## src/sv/lshe_pkg.sv

```systemverilog
// ----------------------------------------------------------------------------
// lshe_pkg: shared definitions of the line sensor hysteresis error block
// Sizes, register indices, reset values and the types passed between modules.
// ----------------------------------------------------------------------------
package lshe_pkg;

    localparam int CHANNELS    = 8;
    localparam int SAMPLE_BITS = 12;
    localparam int CAL_BITS    = 48;
    localparam int CAL_FIELDS  = 4;
    localparam int ERR_BITS    = 17;
    localparam int COUNT_BITS  = 4;
    localparam int RUN_BITS    = 8;
    localparam int INDEX_BITS  = 8;

    localparam logic [CAL_BITS-1:0] WHITE_CAL_RESET = 48'd68736258049000;
    localparam logic [CAL_BITS-1:0] BLACK_CAL_RESET = 48'd54989006439200;
    localparam logic [RUN_BITS-1:0] LIMIT_RESET     = 8'd20;

    typedef enum logic [INDEX_BITS-1:0] {
        REG_WHITE_CAL_LOW  = 8'd0,
        REG_WHITE_CAL_HIGH = 8'd1,
        REG_BLACK_CAL_LOW  = 8'd2,
        REG_BLACK_CAL_HIGH = 8'd3,
        REG_MIRROR_ORDER   = 8'd4,
        REG_WHITE_LIMIT    = 8'd5
    } reg_index_t;

    typedef logic [SAMPLE_BITS-1:0]            sample_t;
    typedef sample_t [CHANNELS-1:0]            samples_t;
    typedef logic signed [ERR_BITS-1:0]        error_t;

    typedef struct packed {
        samples_t upper;
        samples_t lower;
    } thresh_t;

    typedef struct packed {
        logic [COUNT_BITS-1:0] count;
        error_t                error;
        logic                  updated;
        logic [RUN_BITS-1:0]   run;
        logic                  finish;
    } merge_t;

endpackage

```

## src/sv/lshe_cal.sv

```systemverilog
// ----------------------------------------------------------------------------
// lshe_cal: configuration registers and per-channel thresholds
// Holds the calibration registers and keeps the two hysteresis thresholds of
// every channel in registers, refreshed together with each write.
// ----------------------------------------------------------------------------
module lshe_cal (
    input  logic                              clk,
    input  logic                              rst_n,
    input  logic                              cfg_valid,
    input  logic [lshe_pkg::INDEX_BITS-1:0]   cfg_index,
    input  logic [lshe_pkg::CAL_BITS-1:0]     cfg_data,
    output lshe_pkg::thresh_t                 thresh,
    output logic                              mirror,
    output logic [lshe_pkg::RUN_BITS-1:0]     limit
);

    localparam int SB       = lshe_pkg::SAMPLE_BITS;
    localparam int CB       = lshe_pkg::CAL_BITS;
    localparam int EXT_BITS = (lshe_pkg::CAL_FIELDS * SB > CB) ?
                              lshe_pkg::CAL_FIELDS * SB : CB;
    localparam int SUM_BITS = SB + 2;
    // floor(x / 3) as (x * RECIP) >> SHIFT, exact for every x below 2^SUM_BITS.
    localparam int SHIFT     = SUM_BITS + 2;
    localparam int RECIP_VAL = (2 ** SHIFT) / 3 + 1;
    localparam int RECIP_BITS = SHIFT - 1;
    localparam logic [RECIP_BITS-1:0] RECIP = RECIP_BITS'(RECIP_VAL);
    localparam int PROD_BITS = SUM_BITS + RECIP_BITS;

    // Every calibration field resets to the same pair, so all channels share
    // one pair of thresholds straight out of reset.
    localparam int WHITE_RESET_LEVEL = int'(lshe_pkg::WHITE_CAL_RESET[SB-1:0]);
    localparam int BLACK_RESET_LEVEL = int'(lshe_pkg::BLACK_CAL_RESET[SB-1:0]);
    localparam int HI_RESET_LEVEL = (BLACK_RESET_LEVEL >= WHITE_RESET_LEVEL) ?
                                    BLACK_RESET_LEVEL : WHITE_RESET_LEVEL;
    localparam int LO_RESET_LEVEL = (BLACK_RESET_LEVEL >= WHITE_RESET_LEVEL) ?
                                    WHITE_RESET_LEVEL : BLACK_RESET_LEVEL;
    localparam lshe_pkg::sample_t UPPER_RESET =
        SB'((2 * HI_RESET_LEVEL + LO_RESET_LEVEL) / 3);
    localparam lshe_pkg::sample_t LOWER_RESET =
        SB'((HI_RESET_LEVEL + 2 * LO_RESET_LEVEL) / 3);

    logic [CB-1:0] white_low_reg, white_high_reg, black_low_reg, black_high_reg;
    logic [CB-1:0] white_low_next, white_high_next, black_low_next, black_high_next;
    logic          mirror_reg, mirror_next;
    logic [lshe_pkg::RUN_BITS-1:0] limit_reg, limit_next;
    lshe_pkg::thresh_t thresh_reg, thresh_next;

    function automatic lshe_pkg::sample_t div3(input logic [SUM_BITS-1:0] x);
        logic [PROD_BITS-1:0] prod;
        prod = PROD_BITS'(x) * PROD_BITS'(RECIP);
        return prod[SHIFT +: SB];
    endfunction

    always_comb
    begin
        white_low_next  = white_low_reg;
        white_high_next = white_high_reg;
        black_low_next  = black_low_reg;
        black_high_next = black_high_reg;
        mirror_next     = mirror_reg;
        limit_next      = limit_reg;
        if (cfg_valid)
        begin
            unique case (cfg_index)
                lshe_pkg::REG_WHITE_CAL_LOW:  white_low_next  = cfg_data;
                lshe_pkg::REG_WHITE_CAL_HIGH: white_high_next = cfg_data;
                lshe_pkg::REG_BLACK_CAL_LOW:  black_low_next  = cfg_data;
                lshe_pkg::REG_BLACK_CAL_HIGH: black_high_next = cfg_data;
                lshe_pkg::REG_MIRROR_ORDER:   mirror_next     = cfg_data[0];
                lshe_pkg::REG_WHITE_LIMIT:
                    limit_next = cfg_data[lshe_pkg::RUN_BITS-1:0];
                default: ;
            endcase
        end
    end

    always_comb
    begin
        logic [EXT_BITS-1:0] wreg, breg;
        lshe_pkg::sample_t   w, b, hi, lo;
        for (int ch = 0; ch < lshe_pkg::CHANNELS; ch++)
        begin
            wreg = (ch < lshe_pkg::CAL_FIELDS) ? EXT_BITS'(white_low_next)
                                               : EXT_BITS'(white_high_next);
            breg = (ch < lshe_pkg::CAL_FIELDS) ? EXT_BITS'(black_low_next)
                                               : EXT_BITS'(black_high_next);
            w = wreg[(ch % lshe_pkg::CAL_FIELDS) * SB +: SB];
            b = breg[(ch % lshe_pkg::CAL_FIELDS) * SB +: SB];
            // An inverted pair is swapped so that the upper level is the larger one.
            hi = (b >= w) ? b : w;
            lo = (b >= w) ? w : b;
            thresh_next.upper[ch] = div3({hi, 1'b0} + SUM_BITS'(lo));
            thresh_next.lower[ch] = div3(SUM_BITS'(hi) + {lo, 1'b0});
        end
    end

    always_ff @(posedge clk or negedge rst_n)
    begin
        if (!rst_n)
        begin
            white_low_reg    <= lshe_pkg::WHITE_CAL_RESET;
            white_high_reg   <= lshe_pkg::WHITE_CAL_RESET;
            black_low_reg    <= lshe_pkg::BLACK_CAL_RESET;
            black_high_reg   <= lshe_pkg::BLACK_CAL_RESET;
            mirror_reg       <= 1'b0;
            limit_reg        <= lshe_pkg::LIMIT_RESET;
            thresh_reg.upper <= {lshe_pkg::CHANNELS{UPPER_RESET}};
            thresh_reg.lower <= {lshe_pkg::CHANNELS{LOWER_RESET}};
        end
        else
        begin
            white_low_reg  <= white_low_next;
            white_high_reg <= white_high_next;
            black_low_reg  <= black_low_next;
            black_high_reg <= black_high_next;
            mirror_reg     <= mirror_next;
            limit_reg      <= limit_next;
            thresh_reg     <= thresh_next;
        end
    end

    assign thresh = thresh_reg;
    assign mirror = mirror_reg;
    assign limit  = limit_reg;

endmodule

```

## src/sv/lshe_lane.sv

```systemverilog
// ----------------------------------------------------------------------------
// lshe_lane: hysteresis decision of one sensor channel
// Compares the reading with the channel's two thresholds and keeps the old
// state when the reading lies between them.
// ----------------------------------------------------------------------------
module lshe_lane (
    input  lshe_pkg::sample_t sample,
    input  lshe_pkg::sample_t upper,
    input  lshe_pkg::sample_t lower,
    input  logic              black_prev,
    output logic              black
);

    always_comb
    begin
        priority if (sample > upper)
            black = 1'b0;
        else if (sample < lower)
            black = 1'b1;
        else
            black = black_prev;
    end

endmodule

```

## src/sv/lshe_merge.sv

```systemverilog
// ----------------------------------------------------------------------------
// lshe_merge: combines the lane decisions of one frame
// Counts black channels, forms the weighted error and advances the white-run
// counter and the finish flag.
// ----------------------------------------------------------------------------
module lshe_merge (
    input  logic [lshe_pkg::CHANNELS-1:0]  black,
    input  lshe_pkg::samples_t             chan,
    input  lshe_pkg::error_t               held_error,
    input  logic [lshe_pkg::RUN_BITS-1:0]  run,
    input  logic                           finish,
    input  logic [lshe_pkg::RUN_BITS-1:0]  limit,
    output lshe_pkg::merge_t               result
);

    localparam int SB = lshe_pkg::SAMPLE_BITS;
    localparam int EB = lshe_pkg::ERR_BITS;
    localparam int WORK_BITS = (SB + 5 > EB) ? SB + 5 : EB;

    typedef logic signed [WORK_BITS-1:0] work_t;

    logic [lshe_pkg::COUNT_BITS-1:0] count;
    work_t                           sum;
    logic [lshe_pkg::RUN_BITS:0]     run_inc;

    function automatic work_t diff(input lshe_pkg::sample_t p, input lshe_pkg::sample_t q);
        return work_t'($signed({1'b0, p})) - work_t'($signed({1'b0, q}));
    endfunction

    always_comb
    begin
        count = '0;
        for (int i = 0; i < lshe_pkg::CHANNELS; i++)
            count = count + lshe_pkg::COUNT_BITS'(black[i]);
    end

    always_comb
    begin
        sum = (diff(chan[7], chan[0]) <<< 3) + (diff(chan[6], chan[1]) <<< 2)
            + (diff(chan[5], chan[2]) <<< 1) + diff(chan[4], chan[3]);
    end

    assign run_inc = {1'b0, run} + 1'b1;

    always_comb
    begin
        result.count   = count;
        result.updated = (count != '0);
        result.error   = held_error;
        result.run     = '0;
        result.finish  = finish;
        if (count != '0)
            result.error = sum[EB-1:0];
        else if (run_inc > {1'b0, limit})
            result.finish = 1'b1;
        else
            result.run = run_inc[lshe_pkg::RUN_BITS-1:0];
    end

endmodule

```

## src/sv/line_sensor_hysteresis_error.sv

```systemverilog
// ----------------------------------------------------------------------------
// line_sensor_hysteresis_error: line-follower sensor stage
// Turns a frame of eight sensor readings into black/white channel states with
// hysteresis and a weighted left-right steering error.
//
// A frame of eight 12-bit readings arrives as one request on the s_ group;
// each frame yields one result request on the m_ group. Calibration and
// options are written through the cfg channel, which is always ready; writes
// belong to idle periods between frames. Thresholds are refreshed in the
// cycle of the write, so a frame may follow the write directly.
// The result is registered. One frame is taken every cycle unless the receiver
// stalls: the eight channel lanes, the black count and the shift-add error all
// sit in front of a single output register, and the channel state carried from
// frame to frame is updated in that same cycle.
// When the receiver stalls, the output register holds its result and
// s_tready is high only while that register is empty or being emptied.
// Reset restores the calibration defaults, marks every channel white, clears
// the white-run counter, the held error and the finish flag, and empties the
// output register.
// ----------------------------------------------------------------------------
module line_sensor_hysteresis_error (
    input  logic                               clk,
    input  logic                               rst_n,
    // Fields from bit 0: sample_0 .. sample_7, 12 bits each.
    input  logic [lshe_pkg::CHANNELS*lshe_pkg::SAMPLE_BITS-1:0] s_tdata,
    input  logic                               s_tvalid,
    output logic                               s_tready,
    // Fields from bit 0: black_bits[8], black_count[4], steer_error[17],
    // finish_flag[1], two zero bits.
    output logic [31:0]                        m_tdata,
    // Fields from bit 0: error_updated.
    output logic                               m_tuser,
    output logic                               m_tvalid,
    input  logic                               m_tready,
    input  logic                               cfg_valid,
    output logic                               cfg_ready,
    input  logic [lshe_pkg::INDEX_BITS-1:0]    cfg_index,
    input  logic [lshe_pkg::CAL_BITS-1:0]      cfg_data
);

    localparam int CH = lshe_pkg::CHANNELS;
    localparam int SB = lshe_pkg::SAMPLE_BITS;

    lshe_pkg::thresh_t             thresh;
    logic                          mirror;
    logic [lshe_pkg::RUN_BITS-1:0] limit;
    lshe_pkg::samples_t            chan;
    logic [CH-1:0]                 black;
    lshe_pkg::merge_t              merged;
    logic                          accept;

    logic [CH-1:0]                 black_reg;
    logic [lshe_pkg::RUN_BITS-1:0] run_reg;
    lshe_pkg::error_t              held_reg;
    logic                          finish_reg;
    logic                          out_valid_reg;
    logic [31:0]                   out_data_reg;
    logic                          out_user_reg;

    assign cfg_ready = 1'b1;

    lshe_cal u_cal (
        .clk       (clk),
        .rst_n     (rst_n),
        .cfg_valid (cfg_valid),
        .cfg_index (cfg_index),
        .cfg_data  (cfg_data),
        .thresh    (thresh),
        .mirror    (mirror),
        .limit     (limit)
    );

    always_comb
    begin
        for (int i = 0; i < CH; i++)
            chan[i] = mirror ? s_tdata[(CH - 1 - i) * SB +: SB] : s_tdata[i * SB +: SB];
    end

    for (genvar g = 0; g < CH; g++)
    begin : g_lane
        lshe_lane u_lane (
            .sample     (chan[g]),
            .upper      (thresh.upper[g]),
            .lower      (thresh.lower[g]),
            .black_prev (black_reg[g]),
            .black      (black[g])
        );
    end

    lshe_merge u_merge (
        .black      (black),
        .chan       (chan),
        .held_error (held_reg),
        .run        (run_reg),
        .finish     (finish_reg),
        .limit      (limit),
        .result     (merged)
    );

    assign s_tready = !out_valid_reg || m_tready;
    assign accept   = s_tvalid && s_tready;

    always_ff @(posedge clk or negedge rst_n)
    begin
        if (!rst_n)
        begin
            black_reg     <= '0;
            run_reg       <= '0;
            held_reg      <= '0;
            finish_reg    <= 1'b0;
            out_valid_reg <= 1'b0;
        end
        else
        begin
            if (accept)
            begin
                black_reg     <= black;
                run_reg       <= merged.run;
                held_reg      <= merged.error;
                finish_reg    <= merged.finish;
                out_valid_reg <= 1'b1;
            end
            else if (m_tready)
            begin
                out_valid_reg <= 1'b0;
            end
        end
    end

    always_ff @(posedge clk)
    begin
        if (accept)
        begin
            out_data_reg <= {2'b00, merged.finish, merged.error, merged.count, black};
            out_user_reg <= merged.updated;
        end
    end

    assign m_tvalid = out_valid_reg;
    assign m_tdata  = out_data_reg;
    assign m_tuser  = out_user_reg;

endmodule
```

## config.mk

```make
export PLATFORM = sky130hd
export DESIGN_NAME = line_sensor_hysteresis_error
export DESIGN_NICKNAME = d
export VERILOG_FILES = /design/src/sv/lshe_pkg.sv /design/src/sv/lshe_cal.sv /design/src/sv/lshe_lane.sv /design/src/sv/lshe_merge.sv /design/src/sv/line_sensor_hysteresis_error.sv
export SDC_FILE = /design/constraint.sdc
export NUM_CORES = 2
export LEC_CHECK = 0
export ABC_CLOCK_PERIOD_IN_PS = 13750
export BUFFER_PORTS_ARGS = -buffer_cell sky130_fd_sc_hd__buf_4
export CAP_MARGIN = 10
export CORE_MARGIN = 5
export CORE_UTILIZATION = 65
export DETAILED_ROUTE_END_ITERATION = 8
export PLACE_DENSITY = 0.82
export REMOVE_ABC_BUFFERS = 1
export SLEW_MARGIN = 30
export SYNTH_ARGS = -nofsm -noshare
export SYNTH_HDL_FRONTEND = slang
export SYNTH_SLANG_ARGS = --single-unit
```

## constraint.sdc

```tcl
create_clock -name clk -period 13.75 [get_ports clk]
set_input_delay 2.0625 -clock clk [delete_from_list [all_inputs] [get_ports clk]]
set_output_delay 2.0625 -clock clk [all_outputs]
set_load 0.02 [all_outputs]
```

==> summary.md <==
| Metric | Value |
|---|---|
| Outcome | finished clean |
| CTS tree | done |
| Final ANT Viol Nets | 0 |
| Setup ws final | 0.601 ns |
| DRT Pass-1 Iters | 6 |
| Clock buffer depth | 3 |
| Largest net degree at the start of global routing | 87 |
| DIE WIDTH | 373 µm |
| Worst-path clk slew | 0.06 ns |
| Synth Register Bits | 459 |
| Most frequent cells in the layout | 1942 x inv_1, 1933 x ha_1, 904 x fa_1, 524 x a21oi_1, 460 x nor2_1 |
| Req. time, crit path | 14.34 ns |
| Worst clock skew | 0.0370 ns |
| Most common library cell in the layout ignoring fill and taps | inv_1 |
| Core area | 131000 µm² |
| Buf/Inv on CP | 7 |
| Syn avg cell area | 9.55 µm² |
| Most frequent CP cell | a21oi_1 |
| Num CTS Buffers | 58 |
| Distinct cells, synth | 106 |
| YS warnings | 0 |
| RSZ-0062 raised after global routing | false |
| Slew Viols, Final | 0 |
| Post-synthesis async set-or-reset flop share | 93.2% |
| Initial core utilization | 65.3% |
| Slew @ Worst Pin | 1.13 ns |
| Fmax | 76.1 MHz |
| Final min period | 13.15 ns |
| Root Buffer | clkbuf_16 |
| Register area | 11800 µm² |
| Max reg flops | 192 |
| Via-to-Cell Ratio | 5.76 |
| I/O Pins | 193 |
| WL/cell | 20.0 µm |
| Number of remaining DRC errors | 0 |
| Crit Path Category | input port to flop |
| Total Die Area | 139000 µm² |
| # nets final | 12300 |
| Gr usage total | 31.9% |
| Slowest-stage cell, CP | or4b_4 |
| Startpoint types | input port |
| Rows | 133 |
| Cells after Synth | 8968 |
| Worst Path Max Fanout | 19 |
| Gpl congestion | 0.995 |
| Area growth from synthesis to layout | 7.60% |
| CTS sink count | 459 |
| Post-synth EDFFs | 31 |
| Setup TNS Final | 0 ns |
| Initial antenna violation count | 21 |
| Count of final hold-check violations | 0 |
| Pre-CTS setup slack | -0.324 ns |
| GR Overflow Total | 0 |
| Filler cell count | 10000 |
| Clk Latency, worst-skew pair | 0.70 ns |
| DR iter-0 viols | 4200 |
| CTS H-Tree Depth | 2 |
| Main synth FF type | dfrtp_1 |
| Routed wire length | 222000 µm |
| First-pass GRT wire length | 356000 µm |
| Die Y | 373 µm |
| Crit-path max cell delay | 0.65 ns |
| DP HPWL | 193000 µm |
| Final setup vio count | 0 |
| Slew headroom | 24.0% |
| Final Cycle Share | 95.6% |
| Area of the multi-input gates | 66200 µm² |
| CP top delay family | compound AO/OA/AOI/OAI gates |
| Post-synthesis cell area | 85700 µm² |
| Max-Cap Viols | 0 |
| Crit. End Element | flop |
| Via count | 63800 |
| Vias in the first global route | 67400 |
| Port Buffers | 189 |
| Hold_buf cts | 0 |
| Arrival time worst endpoint | 13.73 ns |
| Layout cells sized above 1 | 8.22% |
| Seq/Total Area, Yosys | 13.8% |
| Hold WC Path Type | flop to flop |
cell families (layout without fill, tap and decap cells):
logic type / count (synthesis) / in the layout / synth area share [%]
AOI/OAI and AO/OA: 1453 / 1453 / 10.9
xor gates and xnor gates: 546 / 546 / 5.61
other: 2 / 16 / 0.00877
and+or+nand+nor: 1288 / 1288 / 7.22
DFF: 459 / 459 / 13.8
buffers and inverters: 2049 / 2392 / 9.04
adders and majority gates: 2853 / 2853 / 49.5
muxes: 318 / 318 / 3.86
final timing paths:
| kind | to | depth (start not counted) | startpoint | slack (ns) |
|---|---|---|---|---|
| min in group asynchronous | u_cal.thresh[126]$_DFF_PN0_ | 1 | rst_n | 1.33 |
| max in group asynchronous | u_cal.thresh[138]$_DFF_PN0_ | 3 | rst_n | 10.21 |
| hold / removal | finish_reg$_DFFE_PN0P_ | 2 | finish_reg$_DFFE_PN0P_ | 0.45 |
| hold reg to reg | finish_reg$_DFFE_PN0P_ | 2 | finish_reg$_DFFE_PN0P_ | 0.45 |
| setup / recovery | u_cal.thresh[114]$_DFF_PN0_ | 47 | cfg_index[3] | 0.60 |
| setup reg to reg | u_cal.thresh[131]$_DFF_PN0_ | 45 | u_cal.black_low_reg[33]$_DFF_PN1_ | 2.89 |
cells in the mapped netlist (34+ instances only):
master       n  area, µm²
nor3_1      91        455
o21bai_1    49        368
nor2_1     462       1730
o21a_1     121        908
nand3_1     82        410
and3_1      34        213
mux2_2      81        912
mux2i_1    235       2350
xor2_1     168       1470
clkbuf_1    58        218
nor2b_1     83        519
nand2_1    262        983
xnor2_1    375       3280
inv_1     1942       7290
o21ai_0    218       1090
a21oi_1    524       2620
dfstp_2    162       4260
nand2b_1    75        469
dfrtp_1    266       6660
a21o_1     202       1520
nand4_1     58        363
fa_1       904      18100
a211oi_1    41        308
ha_1      1933      24200
what timing repair did:
action,4_1_cts,5_1_grt
endpoints found under the setup margin,0,25
resized for setup,0,8
buffers inserted,0,0
area by class of cell:
class	instances	share of cell area, %
repair buffers	335	2.79
clock buffers	80	1.81
inverters	1947	7.93
diodes	13	0.0353
multi-input cells	6461	71.8
flip-flops and latches	459	12.9
clock inverters	30	0.371
well taps	1755	2.38
routing by layer:
layer / track usage, % / share of wire, % / up-vias
met3: 6.48 / 7.3 / 382
met2: 52.0 / 46 / 1762
met1: 42.5 / 43 / 31300
met4: 11.1 / 4.0 / 14
met5: 0 / 0.041 / -
li1: - / - / 30300
worst min-delay path, stage by stage (launching register included):
cell and delay (ns):
dfrtp_1 0.32, inv_1 0.04, o31ai_1 0.05
metrics by stage:
| step | cell area (µm²) | utilization (%) | cells | hold WS (ns) |
|---|---|---|---|---|
| floorplan | 85200 | - | 8867 | 0.421 |
| global placement | 90100 | 68.6 | 11000 | 0.433 |
| detailed placement | 90100 | 68.6 | 11000 | 0.438 |
| CTS | 92100 | 70.1 | 11100 | 0.452 |
| global route | 92200 | 70.2 | 11100 | 0.484 |
| finish | 92200 | 70.2 | 11100 | 0.452 |
Power is not shown: default switching activity piles up to over one toggle a cycle in this logic, so the estimate is an artifact.
